[src/slpg_pkg.sv]
// ----------------------------------------------------------------------------
// slpg_pkg: shared types and constants of the stepwise line pixel generator
// Holds register indexes, reset values, item mode codes, direction codes and
// the configuration bundle that the back end reads.
// ----------------------------------------------------------------------------
`default_nettype none

package slpg_pkg;

	// configuration register indexes
	localparam logic [1:0] REG_SCREEN_WIDTH  = 2'd0;
	localparam logic [1:0] REG_SCREEN_HEIGHT = 2'd1;
	localparam logic [1:0] REG_PIXEL_FORMAT  = 2'd2;
	localparam logic [1:0] REG_FRAME_BASE    = 2'd3;

	localparam int unsigned CFG_INDEX_BITS = 2;
	localparam int unsigned CFG_DATA_BITS  = 32;
	localparam int unsigned DIM_BITS       = 13;

	// register reset values
	localparam logic [DIM_BITS-1:0] WIDTH_RESET  = 13'd1024;
	localparam logic [DIM_BITS-1:0] HEIGHT_RESET = 13'd768;
	localparam logic                FORMAT_RESET = 1'b1;
	localparam logic [31:0]         BASE_RESET   = 32'd0;

	// pixel formats
	localparam logic FMT_RGB24 = 1'b0;
	localparam logic FMT_RGB32 = 1'b1;

	// item modes
	localparam logic MODE_START = 1'b0;
	localparam logic MODE_STEP  = 1'b1;

	// walk directions (quadrants I..IV)
	localparam logic [1:0] QUAD_I   = 2'd0;
	localparam logic [1:0] QUAD_II  = 2'd1;
	localparam logic [1:0] QUAD_III = 2'd2;
	localparam logic [1:0] QUAD_IV  = 2'd3;

	// pixel queue between walker and address pipeline
	localparam int unsigned QUEUE_DEPTH = 4;
	localparam int unsigned QPTR_BITS   = 2;
	localparam int unsigned QCNT_BITS   = 3;

	typedef struct packed {
		logic [DIM_BITS-1:0] screen_width;
		logic [DIM_BITS-1:0] screen_height;
		logic                pixel_format;
		logic [31:0]         frame_base;
	} cfg_t;

endpackage

`default_nettype wire

[src/slpg_front.sv]
// ----------------------------------------------------------------------------
// slpg_front: line walker
// Takes start and step items, keeps the walk state and pushes one pixel
// record {last, color, y, x} into the queue per drawing step.
// ----------------------------------------------------------------------------
`default_nettype none

module slpg_front #(
	parameter int COORD_BITS = 12
) (
	input  wire logic                    clk,
	input  wire logic                    arst_n,
	input  wire logic                    in_valid,
	output logic                         in_stall,
	input  wire logic                    mode,
	input  wire logic [COORD_BITS-1:0]   start_x,
	input  wire logic [COORD_BITS-1:0]   start_y,
	input  wire logic [COORD_BITS-1:0]   end_x,
	input  wire logic [COORD_BITS-1:0]   end_y,
	input  wire logic [31:0]             draw_color,
	input  wire logic                    q_full,
	output logic                         push,
	output logic [2*COORD_BITS+32:0]     push_data
);

	localparam int EW = COORD_BITS + 2;
	localparam int SW = COORD_BITS + 1;

	logic [COORD_BITS-1:0] cur_x_q, cur_y_q, delta_x_q, delta_y_q;
	logic signed [EW-1:0]  err_q;
	logic [SW-1:0]         steps_q;
	logic [1:0]            quad_q;
	logic [31:0]           color_q;

	logic                  accept, is_step, ahead;
	logic [COORD_BITS-1:0] dx_new, dy_new, nx, ny;
	logic [1:0]            quad_new;
	logic signed [EW-1:0]  dx_e, dy_e, err_nx;

	assign in_stall = q_full;
	assign accept   = in_valid && !q_full;
	assign is_step  = (mode == slpg_pkg::MODE_STEP);
	assign push     = accept && is_step && (steps_q != '0);
	assign push_data = {(steps_q == SW'(1)), color_q, cur_y_q, cur_x_q};

	// start: distances and direction
	always_comb begin
		dx_new = (end_x >= start_x) ? (end_x - start_x) : (start_x - end_x);
		dy_new = (end_y >= start_y) ? (end_y - start_y) : (start_y - end_y);
		if (end_x > start_x && end_y >= start_y) begin
			quad_new = slpg_pkg::QUAD_I;
		end else if (end_x <= start_x && end_y > start_y) begin
			quad_new = slpg_pkg::QUAD_II;
		end else if (end_x < start_x && end_y <= start_y) begin
			quad_new = slpg_pkg::QUAD_III;
		end else if (end_y < start_y) begin
			quad_new = slpg_pkg::QUAD_IV;
		end else begin
			quad_new = slpg_pkg::QUAD_I;
		end
	end

	// step: one unit move chosen by the sign of the error term
	assign dx_e  = signed'({2'b00, delta_x_q});
	assign dy_e  = signed'({2'b00, delta_y_q});
	assign ahead = !err_q[EW-1];

	always_comb begin
		nx     = cur_x_q;
		ny     = cur_y_q;
		err_nx = err_q;
		case (quad_q)
			slpg_pkg::QUAD_I: begin
				if (ahead) begin nx = cur_x_q + 1'b1; err_nx = err_q - dy_e; end
				else begin ny = cur_y_q + 1'b1; err_nx = err_q + dx_e; end
			end
			slpg_pkg::QUAD_II: begin
				if (ahead) begin ny = cur_y_q + 1'b1; err_nx = err_q - dx_e; end
				else begin nx = cur_x_q - 1'b1; err_nx = err_q + dy_e; end
			end
			slpg_pkg::QUAD_III: begin
				if (ahead) begin nx = cur_x_q - 1'b1; err_nx = err_q - dy_e; end
				else begin ny = cur_y_q - 1'b1; err_nx = err_q + dx_e; end
			end
			default: begin
				if (ahead) begin ny = cur_y_q - 1'b1; err_nx = err_q - dx_e; end
				else begin nx = cur_x_q + 1'b1; err_nx = err_q + dy_e; end
			end
		endcase
	end

	always_ff @(posedge clk or negedge arst_n) begin
		if (!arst_n) begin
			cur_x_q   <= '0;
			cur_y_q   <= '0;
			delta_x_q <= '0;
			delta_y_q <= '0;
			err_q     <= '0;
			steps_q   <= '0;
			quad_q    <= slpg_pkg::QUAD_I;
			color_q   <= '0;
		end else if (accept) begin
			if (!is_step) begin
				cur_x_q   <= start_x;
				cur_y_q   <= start_y;
				delta_x_q <= dx_new;
				delta_y_q <= dy_new;
				err_q     <= '0;
				steps_q   <= {1'b0, dx_new} + {1'b0, dy_new};
				quad_q    <= quad_new;
				color_q   <= draw_color;
			end else if (steps_q != '0) begin
				cur_x_q <= nx;
				cur_y_q <= ny;
				err_q   <= err_nx;
				steps_q <= steps_q - 1'b1;
			end
		end
	end

`ifndef ASSERT_OFF
	a_step_count: assert property (@(posedge clk) disable iff (!arst_n)
		push |=> (steps_q == $past(steps_q) - 1'b1))
		else $error("walker: step count did not drop after a pixel");
	a_idle_step: assert property (@(posedge clk) disable iff (!arst_n)
		(accept && is_step && steps_q == '0) |=> $stable(cur_x_q) && $stable(cur_y_q))
		else $error("walker: idle step moved the position");
`endif

endmodule

`default_nettype wire

[src/slpg_queue.sv]
// ----------------------------------------------------------------------------
// slpg_queue: short pixel queue
// Small register FIFO that lets the walker and the address pipeline stall
// independently.
// ----------------------------------------------------------------------------
`default_nettype none

module slpg_queue #(
	parameter int WIDTH = 57
) (
	input  wire logic             clk,
	input  wire logic             arst_n,
	input  wire logic             wr_en,
	input  wire logic [WIDTH-1:0] wr_data,
	input  wire logic             rd_en,
	output logic [WIDTH-1:0]      rd_data,
	output logic                  full,
	output logic                  empty
);

	logic [WIDTH-1:0]                 mem_q [slpg_pkg::QUEUE_DEPTH];
	logic [slpg_pkg::QPTR_BITS-1:0]   wr_ptr_q, rd_ptr_q;
	logic [slpg_pkg::QCNT_BITS-1:0]   count_q;

	assign full    = (count_q == slpg_pkg::QCNT_BITS'(slpg_pkg::QUEUE_DEPTH));
	assign empty   = (count_q == '0);
	assign rd_data = mem_q[rd_ptr_q];

	always_ff @(posedge clk) begin
		if (wr_en) begin
			mem_q[wr_ptr_q] <= wr_data;
		end
	end

	always_ff @(posedge clk or negedge arst_n) begin
		if (!arst_n) begin
			wr_ptr_q <= '0;
			rd_ptr_q <= '0;
			count_q  <= '0;
		end else begin
			if (wr_en) wr_ptr_q <= wr_ptr_q + 1'b1;
			if (rd_en) rd_ptr_q <= rd_ptr_q + 1'b1;
			case ({wr_en, rd_en})
				2'b10:   count_q <= count_q + 1'b1;
				2'b01:   count_q <= count_q - 1'b1;
				default: count_q <= count_q;
			endcase
		end
	end

`ifndef ASSERT_OFF
	a_no_overflow: assert property (@(posedge clk) disable iff (!arst_n)
		wr_en |-> !full)
		else $error("queue: write while full");
	a_no_underflow: assert property (@(posedge clk) disable iff (!arst_n)
		rd_en |-> !empty)
		else $error("queue: read while empty");
`endif

endmodule

`default_nettype wire

[src/slpg_back.sv]
// ----------------------------------------------------------------------------
// slpg_back: address pipeline
// Pops pixel records and forms clip flag, color and byte address over four
// stages; the last stage is the output register.
// ----------------------------------------------------------------------------
`default_nettype none

module slpg_back #(
	parameter int COORD_BITS = 12
) (
	input  wire logic                  clk,
	input  wire logic                  arst_n,
	input  wire slpg_pkg::cfg_t        cfg,
	input  wire logic                  q_empty,
	input  wire logic [2*COORD_BITS+32:0] q_data,
	output logic                       q_pop,
	output logic                       out_valid,
	input  wire logic                  out_stall,
	output logic [COORD_BITS-1:0]      pixel_x,
	output logic [COORD_BITS-1:0]      pixel_y,
	output logic [31:0]                byte_address,
	output logic [31:0]                pixel_color,
	output logic                       on_screen,
	output logic                       last
);

	localparam int PW = COORD_BITS + slpg_pkg::DIM_BITS;

	logic                  en;
	logic [COORD_BITS-1:0] qx, qy;
	logic [31:0]           qcolor;
	logic                  qlast;
	logic [PW-1:0]         prod;

	logic                  v_s1, v_s2, v_s3, v_s4;
	logic [COORD_BITS-1:0] x_s1, x_s2, x_s3, x_s4;
	logic [COORD_BITS-1:0] y_s1, y_s2, y_s3, y_s4;
	logic [31:0]           c_s1, c_s2, c_s3, c_s4;
	logic                  l_s1, l_s2, l_s3, l_s4;
	logic                  o_s1, o_s2, o_s3, o_s4;
	logic [PW-1:0]         prod_s1;
	logic [31:0]           idx_s2, scaled_s3, addr_s4;

	assign {qlast, qcolor, qy, qx} = q_data;
	assign en    = !v_s4 || !out_stall;
	assign q_pop = en && !q_empty;
	assign prod  = PW'(qy) * PW'(cfg.screen_width);

	always_ff @(posedge clk or negedge arst_n) begin
		if (!arst_n) begin
			v_s1 <= 1'b0;
			v_s2 <= 1'b0;
			v_s3 <= 1'b0;
			v_s4 <= 1'b0;
		end else if (en) begin
			v_s1 <= q_pop;
			v_s2 <= v_s1;
			v_s3 <= v_s2;
			v_s4 <= v_s3;
		end
	end

	always_ff @(posedge clk) begin
		if (en) begin
			// s1: row multiply, clip test, color format
			prod_s1 <= prod;
			x_s1    <= qx;
			y_s1    <= qy;
			l_s1    <= qlast;
			o_s1    <= (32'(qx) < 32'(cfg.screen_width)) &&
			           (32'(qy) < 32'(cfg.screen_height));
			c_s1    <= (cfg.pixel_format == slpg_pkg::FMT_RGB32) ? qcolor :
			           {8'h00, qcolor[23:0]};
			// s2: pixel index
			idx_s2 <= 32'(prod_s1) + 32'(x_s1);
			x_s2 <= x_s1; y_s2 <= y_s1; c_s2 <= c_s1; l_s2 <= l_s1; o_s2 <= o_s1;
			// s3: bytes per pixel
			scaled_s3 <= (cfg.pixel_format == slpg_pkg::FMT_RGB32) ? {idx_s2[29:0], 2'b00} :
			             idx_s2 + {idx_s2[30:0], 1'b0};
			x_s3 <= x_s2; y_s3 <= y_s2; c_s3 <= c_s2; l_s3 <= l_s2; o_s3 <= o_s2;
			// s4: frame base, output register
			addr_s4 <= cfg.frame_base + scaled_s3;
			x_s4 <= x_s3; y_s4 <= y_s3; c_s4 <= c_s3; l_s4 <= l_s3; o_s4 <= o_s3;
		end
	end

	assign out_valid    = v_s4;
	assign pixel_x      = x_s4;
	assign pixel_y      = y_s4;
	assign byte_address = addr_s4;
	assign pixel_color  = c_s4;
	assign on_screen    = o_s4;
	assign last         = l_s4;

`ifndef ASSERT_OFF
	a_clip: assert property (@(posedge clk) disable iff (!arst_n)
		(out_valid && on_screen) |->
		(32'(pixel_x) < 32'(cfg.screen_width)) && (32'(pixel_y) < 32'(cfg.screen_height)))
		else $error("back: on-screen flag disagrees with clip limits");
`endif

endmodule

`default_nettype wire

[src/stepwise_line_pixel_generator_unit.sv]
// ----------------------------------------------------------------------------
// stepwise_line_pixel_generator_unit: line pixel generator top level
// Walks a line one unit move per step item and emits frame-buffer pixel
// writes with address, color, clip flag and last flag.
// ----------------------------------------------------------------------------
// A start item (mode 0) loads both endpoints and the color and gives no
// result; a step item (mode 1) emits the pixel at the current position and
// moves one unit in x or y by the point-by-point comparison rule, so a line
// takes |dx|+|dy| steps, the start point is drawn and the end point is not.
// Steps beyond the end give nothing. Items are taken one per cycle while the
// queue is not full: the walker updates its state in the accepting cycle and
// drops each pixel into a four-entry queue, and a four-stage address pipeline
// (row multiply, index add, 3/4 byte scale, base add into the output
// register) drains it. The input stalls only when the queue is full; the
// output register holds under out_stall.
// Registers: 0 screen_width, 1 screen_height, 2 pixel_format (0 = 3 bytes,
// 1 = 4 bytes per pixel), 3 frame_base; write them only while the unit is idle.
// ----------------------------------------------------------------------------
`default_nettype none

module stepwise_line_pixel_generator_unit #(
	parameter int COORD_BITS = 12
) (
	input  wire logic                  clk,
	input  wire logic                  arst_n,
	// configuration
	input  wire logic                  cfg_we,
	input  wire logic [slpg_pkg::CFG_INDEX_BITS-1:0] cfg_index,
	input  wire logic [slpg_pkg::CFG_DATA_BITS-1:0]  cfg_data,
	// input channel
	input  wire logic                  in_valid,
	output logic                       in_stall,
	input  wire logic                  mode,
	input  wire logic [COORD_BITS-1:0] start_x,
	input  wire logic [COORD_BITS-1:0] start_y,
	input  wire logic [COORD_BITS-1:0] end_x,
	input  wire logic [COORD_BITS-1:0] end_y,
	input  wire logic [31:0]           draw_color,
	// output channel
	output logic                       out_valid,
	input  wire logic                  out_stall,
	output logic [COORD_BITS-1:0]      pixel_x,
	output logic [COORD_BITS-1:0]      pixel_y,
	output logic [31:0]                byte_address,
	output logic [31:0]                pixel_color,
	output logic                       on_screen,
	output logic                       last
);

	// pixel record: {last, color, y, x}
	localparam int QW = 2 * COORD_BITS + 33;

	slpg_pkg::cfg_t cfg_q;

	logic          push, pop, q_full, q_empty;
	logic [QW-1:0] push_data, pop_data;

	// configuration registers
	always_ff @(posedge clk or negedge arst_n) begin
		if (!arst_n) begin
			cfg_q.screen_width  <= slpg_pkg::WIDTH_RESET;
			cfg_q.screen_height <= slpg_pkg::HEIGHT_RESET;
			cfg_q.pixel_format  <= slpg_pkg::FORMAT_RESET;
			cfg_q.frame_base    <= slpg_pkg::BASE_RESET;
		end else if (cfg_we) begin
			case (cfg_index)
				slpg_pkg::REG_SCREEN_WIDTH:  cfg_q.screen_width  <= cfg_data[12:0];
				slpg_pkg::REG_SCREEN_HEIGHT: cfg_q.screen_height <= cfg_data[12:0];
				slpg_pkg::REG_PIXEL_FORMAT:  cfg_q.pixel_format  <= cfg_data[0];
				slpg_pkg::REG_FRAME_BASE:    cfg_q.frame_base    <= cfg_data;
				default:                     cfg_q               <= cfg_q;
			endcase
		end
	end

	// walker: takes items, keeps position / error term / remaining steps
	slpg_front #(
		.COORD_BITS(COORD_BITS)
	) u_front (
		.clk        (clk),
		.arst_n     (arst_n),
		.in_valid   (in_valid),
		.in_stall   (in_stall),
		.mode       (mode),
		.start_x    (start_x),
		.start_y    (start_y),
		.end_x      (end_x),
		.end_y      (end_y),
		.draw_color (draw_color),
		.q_full     (q_full),
		.push       (push),
		.push_data  (push_data)
	);

	// decoupling queue
	slpg_queue #(
		.WIDTH(QW)
	) u_queue (
		.clk     (clk),
		.arst_n  (arst_n),
		.wr_en   (push),
		.wr_data (push_data),
		.rd_en   (pop),
		.rd_data (pop_data),
		.full    (q_full),
		.empty   (q_empty)
	);

	// address pipeline and output register
	slpg_back #(
		.COORD_BITS(COORD_BITS)
	) u_back (
		.clk          (clk),
		.arst_n       (arst_n),
		.cfg          (cfg_q),
		.q_empty      (q_empty),
		.q_data       (pop_data),
		.q_pop        (pop),
		.out_valid    (out_valid),
		.out_stall    (out_stall),
		.pixel_x      (pixel_x),
		.pixel_y      (pixel_y),
		.byte_address (byte_address),
		.pixel_color  (pixel_color),
		.on_screen    (on_screen),
		.last         (last)
	);

endmodule

`default_nettype wire
[config.mk]
export PLATFORM = sky130hd
export DESIGN_NAME = stepwise_line_pixel_generator_unit
export DESIGN_NICKNAME = d
export VERILOG_FILES = /design/src/slpg_pkg.sv /design/src/slpg_front.sv /design/src/slpg_queue.sv /design/src/slpg_back.sv /design/src/stepwise_line_pixel_generator_unit.sv
export SDC_FILE = /design/constraint.sdc
export NUM_CORES = 1
export LEC_CHECK = 0
export ABC_AREA = 0
export ABC_CLOCK_PERIOD_IN_PS = 10200
export BUFFER_PORTS_ARGS = -buffer_cell sky130_fd_sc_hd__buf_2
export CAP_MARGIN = 10
export CORE_MARGIN = 4
export CORE_UTILIZATION = 62
export DETAILED_ROUTE_END_ITERATION = 12
export GPL_TIMING_DRIVEN = 0
export HOLD_SLACK_MARGIN = 0.15
export PLACE_DENSITY = 0.84
export SYNTH_ARGS = -nofsm -noshare
export SYNTH_HDL_FRONTEND = slang
export SYNTH_HIERARCHICAL = 1
export SYNTH_SLANG_ARGS = --single-unit
[constraint.sdc]
create_clock -name clk -period 10.2 [get_ports clk]
set_clock_uncertainty 0.15 [all_clocks]
set_input_delay 0 -clock clk [delete_from_list [all_inputs] [get_ports clk]]
set_output_delay 0 -clock clk [all_outputs]
set_load 0.02 [all_outputs]
==> out/results.txt <==
Status -> completed
Top_reg_cell synth -> edfxtp_1
Fin area -> 47500 sq um
First-pass GRT wire length -> 168 mm
FF-to-FF path depth -> 23
Critical path's largest stage delay -> 0.56 ns
Sink Count -> 750
Die W -> 263 um
Endpoints failing hold -> 0
Worst-Margin Slew -> 1.02 ns
Seq/Total Area, Yosys -> 53.5%
Synth unique cells -> 96
Part of the cycle the worst path needs -> 73.0%
DR pass1 iterations -> 9
Clock root buffer -> clkbuf_16
Final Max Tran Viols -> 0
Total routed wirelength -> 108 mm
Worst reg2reg startpoint -> u_queue/rd_ptr_q[1]
Min Clock Period, post-route -> 7.45 ns
Layout area overhead -> 17.5%
Endpoints failing setup -> 0
Post-Synthesis Cells -> 3275
H-tree levels -> 3
EDFF count, synth -> 571
Vias in the first global route -> 30100
Critical Path Sink Type -> register
DR vias/cell -> 6.22
Critical path class -> register to register
HP Start -> start_y[0]
Cell Area, Synth -> 40400 sq um
FFs w/ async S/R, synth -> 23.9%
IO buf count -> 210
CTS tree -> done
Slew headroom -> 31.8%
Finished Layout Cells -> 4706
Flop2flop setup slack -> 2.75 ns
Post-CTS Setup Inserts -> 0
Unrepaired setup endpoints after global routing -> no
Most frequent cells in the layout -> 571 x edfxtp_1, 352 x nand2_1, 305 x inv_1, 255 x ha_1, 223 x buf_2
Initial antenna violation count -> 4
Syn_nets -> 3772
Syn_area_per_cell -> 12.3 sq um
Remaining DRCs -> 0
HP Class -> input port to register
Max cap viols -> 0
Die height -> 263 um
CP cell instances -> buf_2, buf_2, mux4_2, clkbuf_1, nand2_1, fa_1, inv_1, fa_1, inv_1, fa_1, inv_1, fa_1, inv_1, fa_1, inv_1, ha_1, o21a_1, o2111a_1, o21ai_0, o21ba_2, o31ai_1, a21oi_1, xnor2_1
Commonest non-fill, non-tap cell in the layout -> edfxtp_1
GRT Overall Usage -> 30.7%
Worst path required time -> 10.43 ns
Nets -> 4282
CP delay by family, top -> adder cells
Num CTS Buffers -> 77
Buf/Inv on CP -> 8
Worst-Skew Late Latency -> 0.64 ns
Clk slew on worst S/H paths -> 0.06 ns
Layout cells sized above 1 -> 14.0%
Flops & latches, synth -> 750
Maximum clock insertion buffer count -> 3
Multi-input logic area -> 17200 sq um
Slowest CP cell -> fa_1
Reg2reg end -> u_back/prod_s1[24]
Worst Path Arrival -> 7.67 ns
Num rows -> 93
Largest net degree at the start of global routing -> 109
Top-level I/O count -> 212
DP Area -> 42700 sq um
Starting Density -> 62.7%
Critical path launch point type -> register
Yosys Warn Count -> 6
Setup TNS -> 0 ns
WHS Endpoint -> u_front/cur_y_q[0]
Hold Path Depth -> 4
Register area -> 21600 sq um
Routed len/inst -> 22.9 um
Fmax -> 134 MHz
Cell count after placement -> 4346
Post-DRT Antenna Nets -> 0
RePlAce Congestion -> 0.959
Post-DP HPWL -> 65.0 mm
Grt ovf -> 0
Die ar. -> 69300 sq um
Initial DRC count -> 3216
Total core area -> 64500 sq um
Vias -> 29300
CP max FO -> 10
Fillers -> 3747
sequential cells by signal, indices dropped and copies added, names as in the netlist, 32 cells and up:
| name | count |
|---|---|
| u_back/pixel_color | 32 |
| u_back/byte_address | 32 |
| u_back/c_s3 | 32 |
| u_back/c_s2 | 32 |
| cfg_q | 59 |
| u_back/c_s1 | 32 |
| u_front/color_q | 32 |
| u_queue/mem_q | 228 |
Yosys cell counts, drive strengths merged (76+ instances only):
cell	number	area, sq um
inv	306	1150
fa	122	2440
clkbuf	76	299
a21oi	166	835
and2	79	494
dfrtp	175	4380
o21ai	154	786
nor2	160	601
ha	255	3190
xnor2	93	815
edfxtp	571	17100
nand2	353	1330
mux2	77	867
through the flow:
stage / hold WS (ns) / utilization, % / setup slack, ns
final: 0.165 / 73.7 / 2.75
after detailed placement: -0.130 / 66.3 / 2.99
after CTS: 0.151 / 73.7 / 2.93
after global routing: 0.231 / 73.7 / 2.56
after global placement: 0.0417 / 66.0 / -1.75
after floorplan: -0.446 / - / 1.18
worst max-delay path by stage:
stage                              from            endpoint  slack (ns)  cells after the start
global placement       u_back/out_valid         u_back/v_s3       -1.75                      2
floorplan              u_back/out_valid         u_back/v_s2        1.18                      2
finish              u_queue/rd_ptr_q[1]  u_back/prod_s1[24]        2.75                     23
CTS                 u_queue/rd_ptr_q[1]  u_back/prod_s1[24]        2.93                     23
global route        u_queue/rd_ptr_q[1]  u_back/prod_s1[24]        2.56                     23
detailed placement  u_queue/rd_ptr_q[1]  u_back/prod_s1[24]        2.99                     23
final cells by class:
class                           count  area share (%)
Sequential cell                   750            45.5
Multi-Input combinational cell   2111            36.1
Timing Repair Buffer              431            7.15
Clock buffer                      102            4.43
Inverter                          306            2.43
Tap cell                          855            2.25
Buffer                            108            1.06
Clock inverter                     41            1.03
Antenna cell                        2          0.0105
kinds of logic (layout without fill, tap and decap cells):
family,after synthesis,in the layout,share of synthesized area [%]
buffers and inverters,414,988,4.10
other,0,2,0
XOR/XNOR,140,140,3.07
AND/OR/NAND/NOR,818,818,9.45
AO/OA/AOI/OAI,616,616,9.93
multiplexers,160,160,6.00
flip-flops,750,750,53.5
adder cells (fa/ha/maj),377,377,13.9
tightest hold or removal path, stage by stage:
cell and delay (ns):
dlygate4sd3_1 0.52, buf_2 0.14, o21ai_0 0.08, o21ai_0 0.15
repair_timing:
action	CTS	global route
endpoints found under the setup margin	0	0
endpoints found under the hold margin	375	0
gates resized for setup	0	0
hold buffers	215	0
layer usage:
layer	up-vias	track usage (%)	part of all wire, %
met5	-	0	0.042
met2	1912	52.5	49
li1	12700	-	-
met1	14100	36.9	35
met4	4	17.4	6.7
met3	510	5.61	8.8
Power is left out: the tool's default activity adds up to more than one toggle a clock period on the data nets, which glitch-free logic cannot reach.
